File: src/design/svau_pkg.sv
package svau_pkg;

    // command codes
    localparam logic [3:0] CMD_CTRL_WR   = 4'd0;
    localparam logic [3:0] CMD_OTHER_WR  = 4'd1;
    localparam logic [3:0] CMD_SCROLL_WR = 4'd2;
    localparam logic [3:0] CMD_ADDR_WR   = 4'd3;
    localparam logic [3:0] CMD_DATA_WR   = 4'd4;
    localparam logic [3:0] CMD_DATA_RD   = 4'd5;
    localparam logic [3:0] CMD_STATUS_RD = 4'd6;
    localparam logic [3:0] CMD_INC_X     = 4'd7;
    localparam logic [3:0] CMD_INC_Y     = 4'd8;
    localparam logic [3:0] CMD_COPY_X    = 4'd9;
    localparam logic [3:0] CMD_COPY_Y    = 4'd10;
    localparam logic [3:0] CMD_SET_VBL   = 4'd11;
    localparam logic [3:0] CMD_CLR_VBL   = 4'd12;
    localparam logic [3:0] CMD_TICK      = 4'd13;

    // configuration register indexes
    localparam logic REG_NMI_DELAY = 1'b0;

    localparam logic [7:0] NMI_DELAY_RESET = 8'd15;

    // coarse x, coarse y and fine y wrap points
    localparam logic [4:0] COARSE_Y_LAST_ROW = 5'd29;
    localparam logic [4:0] COARSE_MAX        = 5'd31;
    localparam logic [2:0] FINE_Y_MAX        = 3'd7;

    typedef struct packed {
        logic [14:0] cur_addr;
        logic [14:0] tmp_addr;
        logic [2:0]  fine_x;
        logic        write_toggle;
        logic        inc_by_row;
        logic        nmi_enable;
        logic        vblank;
        logic        nmi_prev;
        logic [7:0]  nmi_count;
        logic [7:0]  bus_latch;
    } svau_state_t;

    typedef struct packed {
        logic [7:0]  read_byte;
        logic [14:0] vram_address;
        logic [2:0]  fine_x_scroll;
        logic        nmi_pulse;
    } svau_result_t;

endpackage

File: src/design/svau_ifs.sv
interface svau_cmd_if;
    logic       valid;
    logic       ready;
    logic [3:0] cmd;
    logic [7:0] data_byte;
    logic       sprite_overflow;
    logic       sprite_zero_hit;

    modport source (output valid, cmd, data_byte, sprite_overflow, sprite_zero_hit,
                    input ready);
    modport sink (input valid, cmd, data_byte, sprite_overflow, sprite_zero_hit,
                  output ready);
endinterface

interface svau_res_if;
    logic        valid;
    logic        ready;
    logic [7:0]  read_byte;
    logic [14:0] vram_address;
    logic [2:0]  fine_x_scroll;
    logic        nmi_pulse;

    modport source (output valid, read_byte, vram_address, fine_x_scroll, nmi_pulse,
                    input ready);
    modport sink (input valid, read_byte, vram_address, fine_x_scroll, nmi_pulse,
                  output ready);
endinterface

File: src/design/svau_core.sv
module svau_core
(
    input  svau_pkg::svau_state_t  state,
    input  logic [3:0]             cmd,
    input  logic [7:0]             data_byte,
    input  logic                   sprite_overflow,
    input  logic                   sprite_zero_hit,
    input  logic [7:0]             nmi_delay,
    output svau_pkg::svau_state_t  state_next,
    output svau_pkg::svau_result_t result
);

    svau_pkg::svau_state_t nx;
    logic        check_edge;
    logic        nmi_cond;
    logic [7:0]  rd;
    logic        pulse;
    logic [7:0]  count_dec;
    logic [2:0]  fine_y;
    logic [4:0]  coarse_y;
    logic [14:0] step;

    assign fine_y    = state.cur_addr[14:12];
    assign coarse_y  = state.cur_addr[9:5];
    assign count_dec = state.nmi_count - 8'd1;
    assign step      = state.inc_by_row ? 15'd32 : 15'd1;

    always_comb
    begin
        nx         = state;
        rd         = 8'd0;
        pulse      = 1'b0;
        check_edge = 1'b0;

        if (cmd inside {[svau_pkg::CMD_CTRL_WR:svau_pkg::CMD_DATA_WR]})
        begin
            nx.bus_latch = data_byte;
        end

        case (cmd)
            svau_pkg::CMD_CTRL_WR:
            begin
                nx.inc_by_row       = data_byte[2];
                nx.nmi_enable       = data_byte[7];
                nx.tmp_addr[11:10]  = data_byte[1:0];
                check_edge          = 1'b1;
            end
            svau_pkg::CMD_SCROLL_WR:
            begin
                if (!state.write_toggle)
                begin
                    nx.tmp_addr[4:0] = data_byte[7:3];
                    nx.fine_x        = data_byte[2:0];
                    nx.write_toggle  = 1'b1;
                end
                else
                begin
                    nx.tmp_addr[14:12] = data_byte[2:0];
                    nx.tmp_addr[9:5]   = data_byte[7:3];
                    nx.write_toggle    = 1'b0;
                end
            end
            svau_pkg::CMD_ADDR_WR:
            begin
                if (!state.write_toggle)
                begin
                    nx.tmp_addr[14]   = 1'b0;
                    nx.tmp_addr[13:8] = data_byte[5:0];
                    nx.write_toggle   = 1'b1;
                end
                else
                begin
                    nx.tmp_addr[7:0] = data_byte;
                    nx.cur_addr      = {state.tmp_addr[14:8], data_byte};
                    nx.write_toggle  = 1'b0;
                end
            end
            svau_pkg::CMD_DATA_WR, svau_pkg::CMD_DATA_RD:
            begin
                nx.cur_addr = state.cur_addr + step;
            end
            svau_pkg::CMD_STATUS_RD:
            begin
                rd              = {state.vblank, sprite_zero_hit, sprite_overflow,
                                   state.bus_latch[4:0]};
                nx.vblank       = 1'b0;
                nx.write_toggle = 1'b0;
                check_edge      = 1'b1;
            end
            svau_pkg::CMD_INC_X:
            begin
                if (state.cur_addr[4:0] == svau_pkg::COARSE_MAX)
                begin
                    nx.cur_addr[4:0] = 5'd0;
                    nx.cur_addr[10]  = ~state.cur_addr[10];
                end
                else
                begin
                    nx.cur_addr[4:0] = state.cur_addr[4:0] + 5'd1;
                end
            end
            svau_pkg::CMD_INC_Y:
            begin
                if (fine_y != svau_pkg::FINE_Y_MAX)
                begin
                    nx.cur_addr[14:12] = fine_y + 3'd1;
                end
                else
                begin
                    nx.cur_addr[14:12] = 3'd0;
                    if (coarse_y == svau_pkg::COARSE_Y_LAST_ROW)
                    begin
                        nx.cur_addr[9:5] = 5'd0;
                        nx.cur_addr[11]  = ~state.cur_addr[11];
                    end
                    else if (coarse_y == svau_pkg::COARSE_MAX)
                    begin
                        nx.cur_addr[9:5] = 5'd0;
                    end
                    else
                    begin
                        nx.cur_addr[9:5] = coarse_y + 5'd1;
                    end
                end
            end
            svau_pkg::CMD_COPY_X:
            begin
                nx.cur_addr[10]  = state.tmp_addr[10];
                nx.cur_addr[4:0] = state.tmp_addr[4:0];
            end
            svau_pkg::CMD_COPY_Y:
            begin
                nx.cur_addr[14:11] = state.tmp_addr[14:11];
                nx.cur_addr[9:5]   = state.tmp_addr[9:5];
            end
            svau_pkg::CMD_SET_VBL:
            begin
                nx.vblank  = 1'b1;
                check_edge = 1'b1;
            end
            svau_pkg::CMD_CLR_VBL:
            begin
                nx.vblank  = 1'b0;
                check_edge = 1'b1;
            end
            svau_pkg::CMD_TICK:
            begin
                if (state.nmi_count != 8'd0)
                begin
                    nx.nmi_count = count_dec;
                    pulse = (count_dec == 8'd0) && state.nmi_enable && state.vblank;
                end
            end
            default:
            begin
                nx = nx;
            end
        endcase

        // rising edge of enable and vblank loads the delay countdown
        nmi_cond = nx.nmi_enable & nx.vblank;
        if (check_edge)
        begin
            if (nmi_cond && !state.nmi_prev)
            begin
                nx.nmi_count = nmi_delay;
            end
            nx.nmi_prev = nmi_cond;
        end
    end

    assign state_next           = nx;
    assign result.read_byte     = rd;
    assign result.vram_address  = nx.cur_addr;
    assign result.fine_x_scroll = nx.fine_x;
    assign result.nmi_pulse     = pulse;

endmodule

File: src/design/scroll_vram_address_unit.sv
// result: offered in the cycle after its command transaction is accepted
// throughput: one command per cycle while results are taken, set by the single
// register-to-register pass through the next-state logic; the output register lets a new
// command in while the result is being taken
// reset: rst_n clears all scroll, address and nmi state; nmi delay returns to 15
module scroll_vram_address_unit
(
    input  logic        clk,
    input  logic        rst_n,
    svau_cmd_if.sink    cmd_ch,
    svau_res_if.source  res_ch,
    input  logic        psel,
    input  logic        penable,
    input  logic        pwrite,
    input  logic [2:0]  paddr,
    input  logic [31:0] pwdata,
    output logic [31:0] prdata,
    output logic        pready
);

    // architectural state and the delay register
    svau_pkg::svau_state_t  state_reg;
    svau_pkg::svau_state_t  state_next;
    logic [7:0]             nmi_delay_reg;

    // output register
    svau_pkg::svau_result_t result_reg;
    svau_pkg::svau_result_t result_next;
    logic                   res_valid_reg;

    logic cmd_accept;
    logic cfg_write;

    // the output register frees up whenever its transaction completes this cycle
    assign cmd_ch.ready = !res_valid_reg || res_ch.ready;
    assign cmd_accept   = cmd_ch.valid && cmd_ch.ready;

    // apb: zero wait state, register index taken from address bit 2
    assign pready    = 1'b1;
    assign cfg_write = psel && penable && pwrite && pready;

    always_comb
    begin
        case (paddr[2])
            svau_pkg::REG_NMI_DELAY: prdata = {24'd0, nmi_delay_reg};
            default:                 prdata = 32'd0;
        endcase
    end

    always_ff @(posedge clk or negedge rst_n)
    begin
        if (!rst_n)
        begin
            nmi_delay_reg <= svau_pkg::NMI_DELAY_RESET;
        end
        else if (cfg_write && (paddr[2] == svau_pkg::REG_NMI_DELAY))
        begin
            nmi_delay_reg <= pwdata[7:0];
        end
    end

    // all per-command work lives in the core, between state_reg and result_reg
    svau_core u_core
    (
        .state           (state_reg),
        .cmd             (cmd_ch.cmd),
        .data_byte       (cmd_ch.data_byte),
        .sprite_overflow (cmd_ch.sprite_overflow),
        .sprite_zero_hit (cmd_ch.sprite_zero_hit),
        .nmi_delay       (nmi_delay_reg),
        .state_next      (state_next),
        .result          (result_next)
    );

    // state only moves on an accepted command
    always_ff @(posedge clk or negedge rst_n)
    begin
        if (!rst_n)
        begin
            state_reg     <= '0;
            res_valid_reg <= 1'b0;
        end
        else
        begin
            if (cmd_accept)
            begin
                state_reg     <= state_next;
                res_valid_reg <= 1'b1;
            end
            else if (res_ch.ready)
            begin
                res_valid_reg <= 1'b0;
            end
        end
    end

    // result payload, no reset needed
    always_ff @(posedge clk)
    begin
        if (cmd_accept)
        begin
            result_reg <= result_next;
        end
    end

    assign res_ch.valid         = res_valid_reg;
    assign res_ch.read_byte     = result_reg.read_byte;
    assign res_ch.vram_address  = result_reg.vram_address;
    assign res_ch.fine_x_scroll = result_reg.fine_x_scroll;
    assign res_ch.nmi_pulse     = result_reg.nmi_pulse;

endmodule

File: src/flat_wrapper.sv
// flat-port wrapper written by rule: the top's interface ports become plain ports
module scroll_vram_address_unit_flat 
  (clk, rst_n, psel, penable, pwrite, paddr, pwdata, prdata, pready, cmd_ch_valid, cmd_ch_cmd, cmd_ch_data_byte, cmd_ch_sprite_overflow, cmd_ch_sprite_zero_hit, cmd_ch_ready, res_ch_valid, res_ch_read_byte, res_ch_vram_address, res_ch_fine_x_scroll, res_ch_nmi_pulse, res_ch_ready);
  svau_cmd_if cmd_ch_i ();
  svau_res_if res_ch_i ();
  input  logic clk;
  input  logic rst_n;
  input  logic psel;
  input  logic penable;
  input  logic pwrite;
  input  logic [2:0] paddr;
  input  logic [31:0] pwdata;
  output logic [31:0] prdata;
  output logic pready;
  input wire logic [$bits(cmd_ch_i.valid)-1:0] cmd_ch_valid;
  input wire logic [$bits(cmd_ch_i.cmd)-1:0] cmd_ch_cmd;
  input wire logic [$bits(cmd_ch_i.data_byte)-1:0] cmd_ch_data_byte;
  input wire logic [$bits(cmd_ch_i.sprite_overflow)-1:0] cmd_ch_sprite_overflow;
  input wire logic [$bits(cmd_ch_i.sprite_zero_hit)-1:0] cmd_ch_sprite_zero_hit;
  output wire logic [$bits(cmd_ch_i.ready)-1:0] cmd_ch_ready;
  output wire logic [$bits(res_ch_i.valid)-1:0] res_ch_valid;
  output wire logic [$bits(res_ch_i.read_byte)-1:0] res_ch_read_byte;
  output wire logic [$bits(res_ch_i.vram_address)-1:0] res_ch_vram_address;
  output wire logic [$bits(res_ch_i.fine_x_scroll)-1:0] res_ch_fine_x_scroll;
  output wire logic [$bits(res_ch_i.nmi_pulse)-1:0] res_ch_nmi_pulse;
  input wire logic [$bits(res_ch_i.ready)-1:0] res_ch_ready;
  assign cmd_ch_i.valid = cmd_ch_valid;
  assign cmd_ch_i.cmd = cmd_ch_cmd;
  assign cmd_ch_i.data_byte = cmd_ch_data_byte;
  assign cmd_ch_i.sprite_overflow = cmd_ch_sprite_overflow;
  assign cmd_ch_i.sprite_zero_hit = cmd_ch_sprite_zero_hit;
  assign cmd_ch_ready = cmd_ch_i.ready;
  assign res_ch_valid = res_ch_i.valid;
  assign res_ch_read_byte = res_ch_i.read_byte;
  assign res_ch_vram_address = res_ch_i.vram_address;
  assign res_ch_fine_x_scroll = res_ch_i.fine_x_scroll;
  assign res_ch_nmi_pulse = res_ch_i.nmi_pulse;
  assign res_ch_i.ready = res_ch_ready;
  scroll_vram_address_unit u_core (.clk(clk), .rst_n(rst_n), .cmd_ch(cmd_ch_i), .res_ch(res_ch_i), .psel(psel), .penable(penable), .pwrite(pwrite), .paddr(paddr), .pwdata(pwdata), .prdata(prdata), .pready(pready));
endmodule
File: config.mk
export PLATFORM = sky130hd
export DESIGN_NAME = scroll_vram_address_unit_flat
export DESIGN_NICKNAME = d
export VERILOG_FILES = /design/src/design/svau_pkg.sv /design/src/design/svau_ifs.sv /design/src/design/svau_core.sv /design/src/design/scroll_vram_address_unit.sv /design/src/flat_wrapper.sv
export SDC_FILE = /design/constraint.sdc
export NUM_CORES = 1
export LEC_CHECK = 0
export BUFFER_PORTS_ARGS = -buffer_cell sky130_fd_sc_hd__buf_2
export CAP_MARGIN = 20
export CORE_ASPECT_RATIO = 1.4
export CORE_UTILIZATION = 35
export DETAILED_ROUTE_END_ITERATION = 10
export PLACE_DENSITY_LB_ADDON = 0.1
export SLEW_MARGIN = 10
export SYNTH_ARGS = -nofsm -noshare
export SYNTH_HDL_FRONTEND = slang
export SYNTH_HIERARCHICAL = 1
export SYNTH_SLANG_ARGS = --single-unit
File: constraint.sdc
create_clock -name clk -period 2.8 [get_ports clk]
set_input_delay 0.42 -clock clk [delete_from_list [all_inputs] [get_ports clk]]
set_output_delay 0.42 -clock clk [all_outputs]
set_load 0.02 [all_outputs]
==> results by group, run 1 <==
Outcome
  – Status: finished clean

Worst setup path
  – Top Family by Delay on Critical Path: simple AND/OR/NAND/NOR gates
  – CP startpoint kind: register
  – Crit path required time: 3090 ps
  – Cell count of the worst reg-to-reg path: 8
  – Cell chain of the critical path: ha_1 > and3_1 > ha_1 > nor3_1 > a22oi_1 > o311ai_0 > buf_4 > mux2_4
  – WP buf/inv: 1
  – Worst path depth: 8
  – CP peak stage delay: 460 ps
  – CP Max Fanout: 7
  – Setup crit end kind: register
  – Crit path top cell by count: ha_1
  – Critical Path AT: 2700 ps
  – CP max stage cell: dfrtp_1
  – Worst Setup Path Type: register to register

GRT
  – Antenna violations before repair: 0
  – Total track usage: 18.0%
  – Largest net degree at the start of global routing: 61
  – Total grt overflow: 0
  – Vias in the first global route: 4507
  – First-pass GRT wire length: 24800 µm

Synthesis
  – Synth warn: 6
  – Synthesized area: 6090 µm²
  – Gate Count Post-Synth: 583
  – Syn_area_per_cell: 10.5 µm²

Floorplanning
  – FP Rows: 56
  – Initial Util: 36.1%
  – Die height: 158 µm
  – Top-Level Pins: 118
  – Die width: 114 µm
  – Core footprint: 16900 µm²
  – Die ar.: 17900 µm²

Final layout
  – Max reg flops: 51
  – Fraction of layout cells with a size suffix above 1: 30.9%
  – Fin area: 6820 µm²
  – Final #Nets: 708
  – Layout Utilization: 40.4%
  – Syn-to-layout area delta: 12.0%
  – Inserted Diodes: 0

Detailed routing
  – Avg WL per Cell: 18.0 µm
  – Initial DRC count: 259
  – Drt pass-1 iters: 5
  – Routed Antenna Nets: 0
  – Avg Vias per Cell: 5.24
  – DRC violation count after routing: 0
  – Final WL: 15700 µm
  – Vias post-DR: 4588

Clock tree
  – Root buffer cell: clkbuf_16
  – PostCTS Resize Cnt: 0
  – CTS Sinks: 87
  – Reg clk slew, reported paths: 60 ps
  – CTS tree: yes
  – Post-CTS setup buffer count: 0
  – Num CTS Buffers: 9
  – Clk Latency, worst-skew pair: 350 ps
  – # hold bufs at CTS: 0
  – Clock Tree Buf Depth: 2
  – H-tree Lvls: 3

STA
  – Rel. slew slack: 47.1%
  – Final count of negative-setup-slack endpoints: 0
  – Slew Viols, Final: 0
  – Final hold vios: 0
  – Tightest Pin Transition: 786 ps
  – Clock Skew: 7.69 ps
  – Setup TNS: 0 ps
  – Fin crit share: 86.3%
  – WHS: 89.5 ps
  – Min Tclk post-route: 2420 ps
  – Fmax: 414 MHz
  – RSZ-0062 raised after global routing: false

Placed design
  – Number of port buffers: 66
  – Post-DP HPWL: 11200 µm
  – Routability cong.: 0.866
  – Area post-placement: 6560 µm²

Power
  – Final Power: 5670 µW
  – Maximum vdd drop: 0.000293 V
  – Leak: 0.00308 µW
  – Pwr Density: 832 nW/µm²

Hold path
  – Worst Hold Class: primary input to async pin

Run
  – Max Cap Viol: 0
[cell type report]
cell class / instances / area (µm²)
clock buffers: 10 / 229
clock inverters: 6 / 37.5
fillers: 1647 / 10100
inverters: 16 / 60.1
multi-input cells: 428 / 3300
flip-flops and latches: 87 / 2320
well taps: 232 / 290
repair buffers: 97 / 588
[per-stage QoR]
stage / cells / worst slack, ps
2_1_floorplan: 606 / 478
3_3_place_gp: 860 / 176
3_5_place_dp: 860 / 217
4_1_cts: 876 / 451
5_1_grt: 876 / 224
6_report: 876 / 385
[cells in the final DEF, fill, tap and decap left out, types with 9 or more instances in the layout]
cell       count
mux2i_1        9
mux2_2        22
nand2_1       28
mux2_4        54
inv_1         15
nand3_1       10
nor2_1        37
and2_1        10
dfrtp_1       56
edfxtp_1      27
buf_2         66
conb_1        25
ha_1          13
clkbuf_16      9
nor3_1         9
o22ai_1       12
buf_4         29
nor2b_1       13
o21ai_0       28
a22oi_1       10
a21oi_1       35
[power by group]
group          leakage, µW  internal (µW)  switching, µW  total [µW]
sequential         0.00102           1760            499        2260
combinational      0.00194           1220           1070        2290
clock             0.000126            598            530        1130
[metal layers]
metal | share of wire (%) | GRT usage (%) | up-vias
li1 | - | - | 2215
met1 | 43 | 21.9 | 2229
met2 | 51 | 32.1 | 127
met3 | 3.2 | 2.45 | 17
met4 | 2.2 | 7.08 | 0
met5 | 0 | 0 | -
[worst paths after layout]
path                                             startpoint                             endpoint  slack, ps
setup / recovery           u_core/state_reg[40]$_DFFE_PN0P_     u_core/state_reg[42]$_DFFE_PN0P_        380
hold reg to reg            u_core/state_reg[22]$_DFFE_PN0P_     u_core/state_reg[22]$_DFFE_PN0P_        510
hold / removal                                        rst_n      u_core/res_ch.valid$_DFFE_PN0P_         90
setup reg to reg           u_core/state_reg[40]$_DFFE_PN0P_     u_core/state_reg[42]$_DFFE_PN0P_        380
max in group asynchronous                             rst_n  u_core/nmi_delay_reg[0]$_DFFE_PN1P_       2400
min in group clk                                  pwdata[5]  u_core/nmi_delay_reg[5]$_DFFE_PN0P_        300
No activity file was read; power rests on OpenSTA's default activity.
==> run 2, diff against run 1 <==
Clock period 2.8 ns to 3.1 ns, I/O delays scaled along.
==> run 2 against run 1 <==
Sequential share of layout area is essentially flat. Final area is essentially flat. Cell count shrank 0.80%. Register-to-register slack gained 240 ps. Die area is the same. Combinational power shrank 10%. Clock power grew 4%. Largest power group unchanged. Highest routed layer unchanged.
==> results by group, run 2 (synthesized netlist as in run 1, its figures left out) <==
Clock tree
  – Clk Latency, worst-skew pair: 350 ps
  – H-tree Lvls: 3
  – # hold bufs at CTS: 0
  – Reg clk slew, reported paths: 60 ps
  – Num CTS Buffers: 9
  – CTS tree: yes
  – CTS Sinks: 87
  – Post-CTS setup buffer count: 0
  – PostCTS Resize Cnt: 0
  – Root buffer cell: clkbuf_16
  – Clock Tree Buf Depth: 2

Worst setup path
  – R2R Path Start: u_core/state_reg[40]$_DFFE_PN0P_
  – Crit path required time: 3390 ps
  – Worst Setup Path Type: register to register
  – WP buf/inv: 0
  – Crit path top cell by count: ha_1
  – Reg2Reg Setup Slack: 620 ps
  – Top Family by Delay on Critical Path: compound AO/OA/AOI/OAI gates
  – CP startpoint: u_core/state_reg[40]$_DFFE_PN0P_
  – CP max stage cell: o311ai_0
  – CP peak stage delay: 550 ps
  – Setup crit end kind: register
  – CP startpoint kind: register
  – CP Max Fanout: 7
  – Critical Path AT: 2770 ps
  – Cell chain of the critical path: ha_1 > and3_1 > ha_1 > nor3_1 > a22oi_1 > o311ai_0 > mux2_4
  – Reg-to-Reg End: u_core/state_reg[42]$_DFFE_PN0P_
  – Cell count of the worst reg-to-reg path: 7

Detailed routing
  – Drt pass-1 iters: 7
  – DRC violation count after routing: 0
  – Final WL: 15900 µm
  – Avg WL per Cell: 18.2 µm
  – Routed Antenna Nets: 0
  – Initial DRC count: 209
  – Vias post-DR: 4651
  – Avg Vias per Cell: 5.35

GRT
  – First-pass GRT wire length: 25600 µm
  – Total grt overflow: 0
  – Vias in the first global route: 4620
  – Largest net degree at the start of global routing: 61
  – Total track usage: 18.7%
  – Antenna violations before repair: 0

STA
  – Tightest Pin Transition: 845 ps
  – Fin crit share: 79.9%
  – RSZ-0062 raised after global routing: false
  – Min Tclk post-route: 2480 ps
  – Final Worst Setup Slack: 622 ps
  – Final hold vios: 0
  – Fmax: 404 MHz
  – Rel. slew slack: 43.7%
  – Final count of negative-setup-slack endpoints: 0
  – Slew Viols, Final: 0
  – Clock Skew: 11.1 ps
  – Setup TNS: 0 ps

Final layout
  – Inserted Diodes: 0
  – Syn-to-layout area delta: 11.9%
  – Final #Nets: 702
  – Commonest non-fill, non-tap cell in the layout: buf_2
  – Fin area: 6820 µm²
  – Most frequent cells in the layout: 66 x buf_2, 56 x dfrtp_1, 54 x mux2_4
  – Fraction of layout cells with a size suffix above 1: 30.3%
  – Max reg flops: 51

Floorplanning
  – Core footprint: 16900 µm²
  – Initial Util: 36.1%
  – Die width: 114 µm
  – Top-Level Pins: 118
  – Die height: 158 µm
  – Die ar.: 17900 µm²
  – FP Rows: 56

Placed design
  – Post-DP HPWL: 11200 µm
  – Area post-placement: 6500 µm²
  – Place WS: 435 ps
  – Routability cong.: 0.838
  – Number of port buffers: 66

Hold path
  – Worst Hold Class: primary input to async pin

Power
  – Maximum vdd drop: 0.000308 V
  – Pwr Density: 771 nW/µm²
  – Leak: 0.00307 µW
  – Final Power: 5260 µW

Run
  – Max Cap Viol: 0

Outcome
  – Status: finished clean
[run 2: changes by cell type in the layout (fill, tap and decap cells not counted), sizes merged]
cell	before	now
buf	97	91
clkinv	5	1
clkbuf	10	13
bufinv	0	1
clkinvlp	2	1
[run 2: cell type report]
class | instances | area (µm²)
repair buffers | 91 | 531
fillers | 1654 | 10100
clock buffers | 13 | 282
flip-flops and latches | 87 | 2320
inverters | 16 | 60.1
clock inverters | 2 | 37.5
well taps | 232 | 290
multi-input cells | 428 | 3300
[run 2: how the worst max path moves through the flow]
stage	endpoint	slack (ps)	cells past startpoint
floorplan	u_core/state_reg[10]$_DFFE_PN0P_	730	7
global placement	u_core/state_reg[42]$_DFFE_PN0P_	470	8
detailed placement	u_core/state_reg[42]$_DFFE_PN0P_	430	6
CTS	u_core/state_reg[42]$_DFFE_PN0P_	560	7
global route	u_core/state_reg[42]$_DFFE_PN0P_	350	7
finish	u_core/state_reg[42]$_DFFE_PN0P_	620	7
[run 2: per-stage QoR]
stage / util, % / hold WS, ps / cells
after floorplan: - / 169 / 606
after global placement: 38.5 / 490 / 854
after detailed placement: 38.5 / 496 / 854
after CTS: 40.4 / 326 / 869
after global routing: 40.4 / 343 / 869
final: 40.4 / 315 / 869
[run 2: worst reg2reg max path: stages (launching register included)]
cell	delay (ps)
dfrtp_1	470
ha_1	240
and3_1	190
ha_1	240
nor3_1	380
a22oi_1	110
o311ai_0	550
mux2_4	250
[run 2: power breakdown]
part           internal, µW  leakage, µW  total, µW  switching [µW]
combinational          1080      0.00190       2050             977
clock                   714     0.000153       1170             454
sequential             1590      0.00102       2040             447
[run 2: metal layers]
metal / vias to the layer above / global-route usage (%) / share of wire [%]
met2: 127 / 33.7 / 52
met5: - / 0 / 0
li1: 2205 / - / -
met1: 2290 / 21.5 / 41
met4: 0 / 8.71 / 2.8
met3: 29 / 2.83 / 3.5
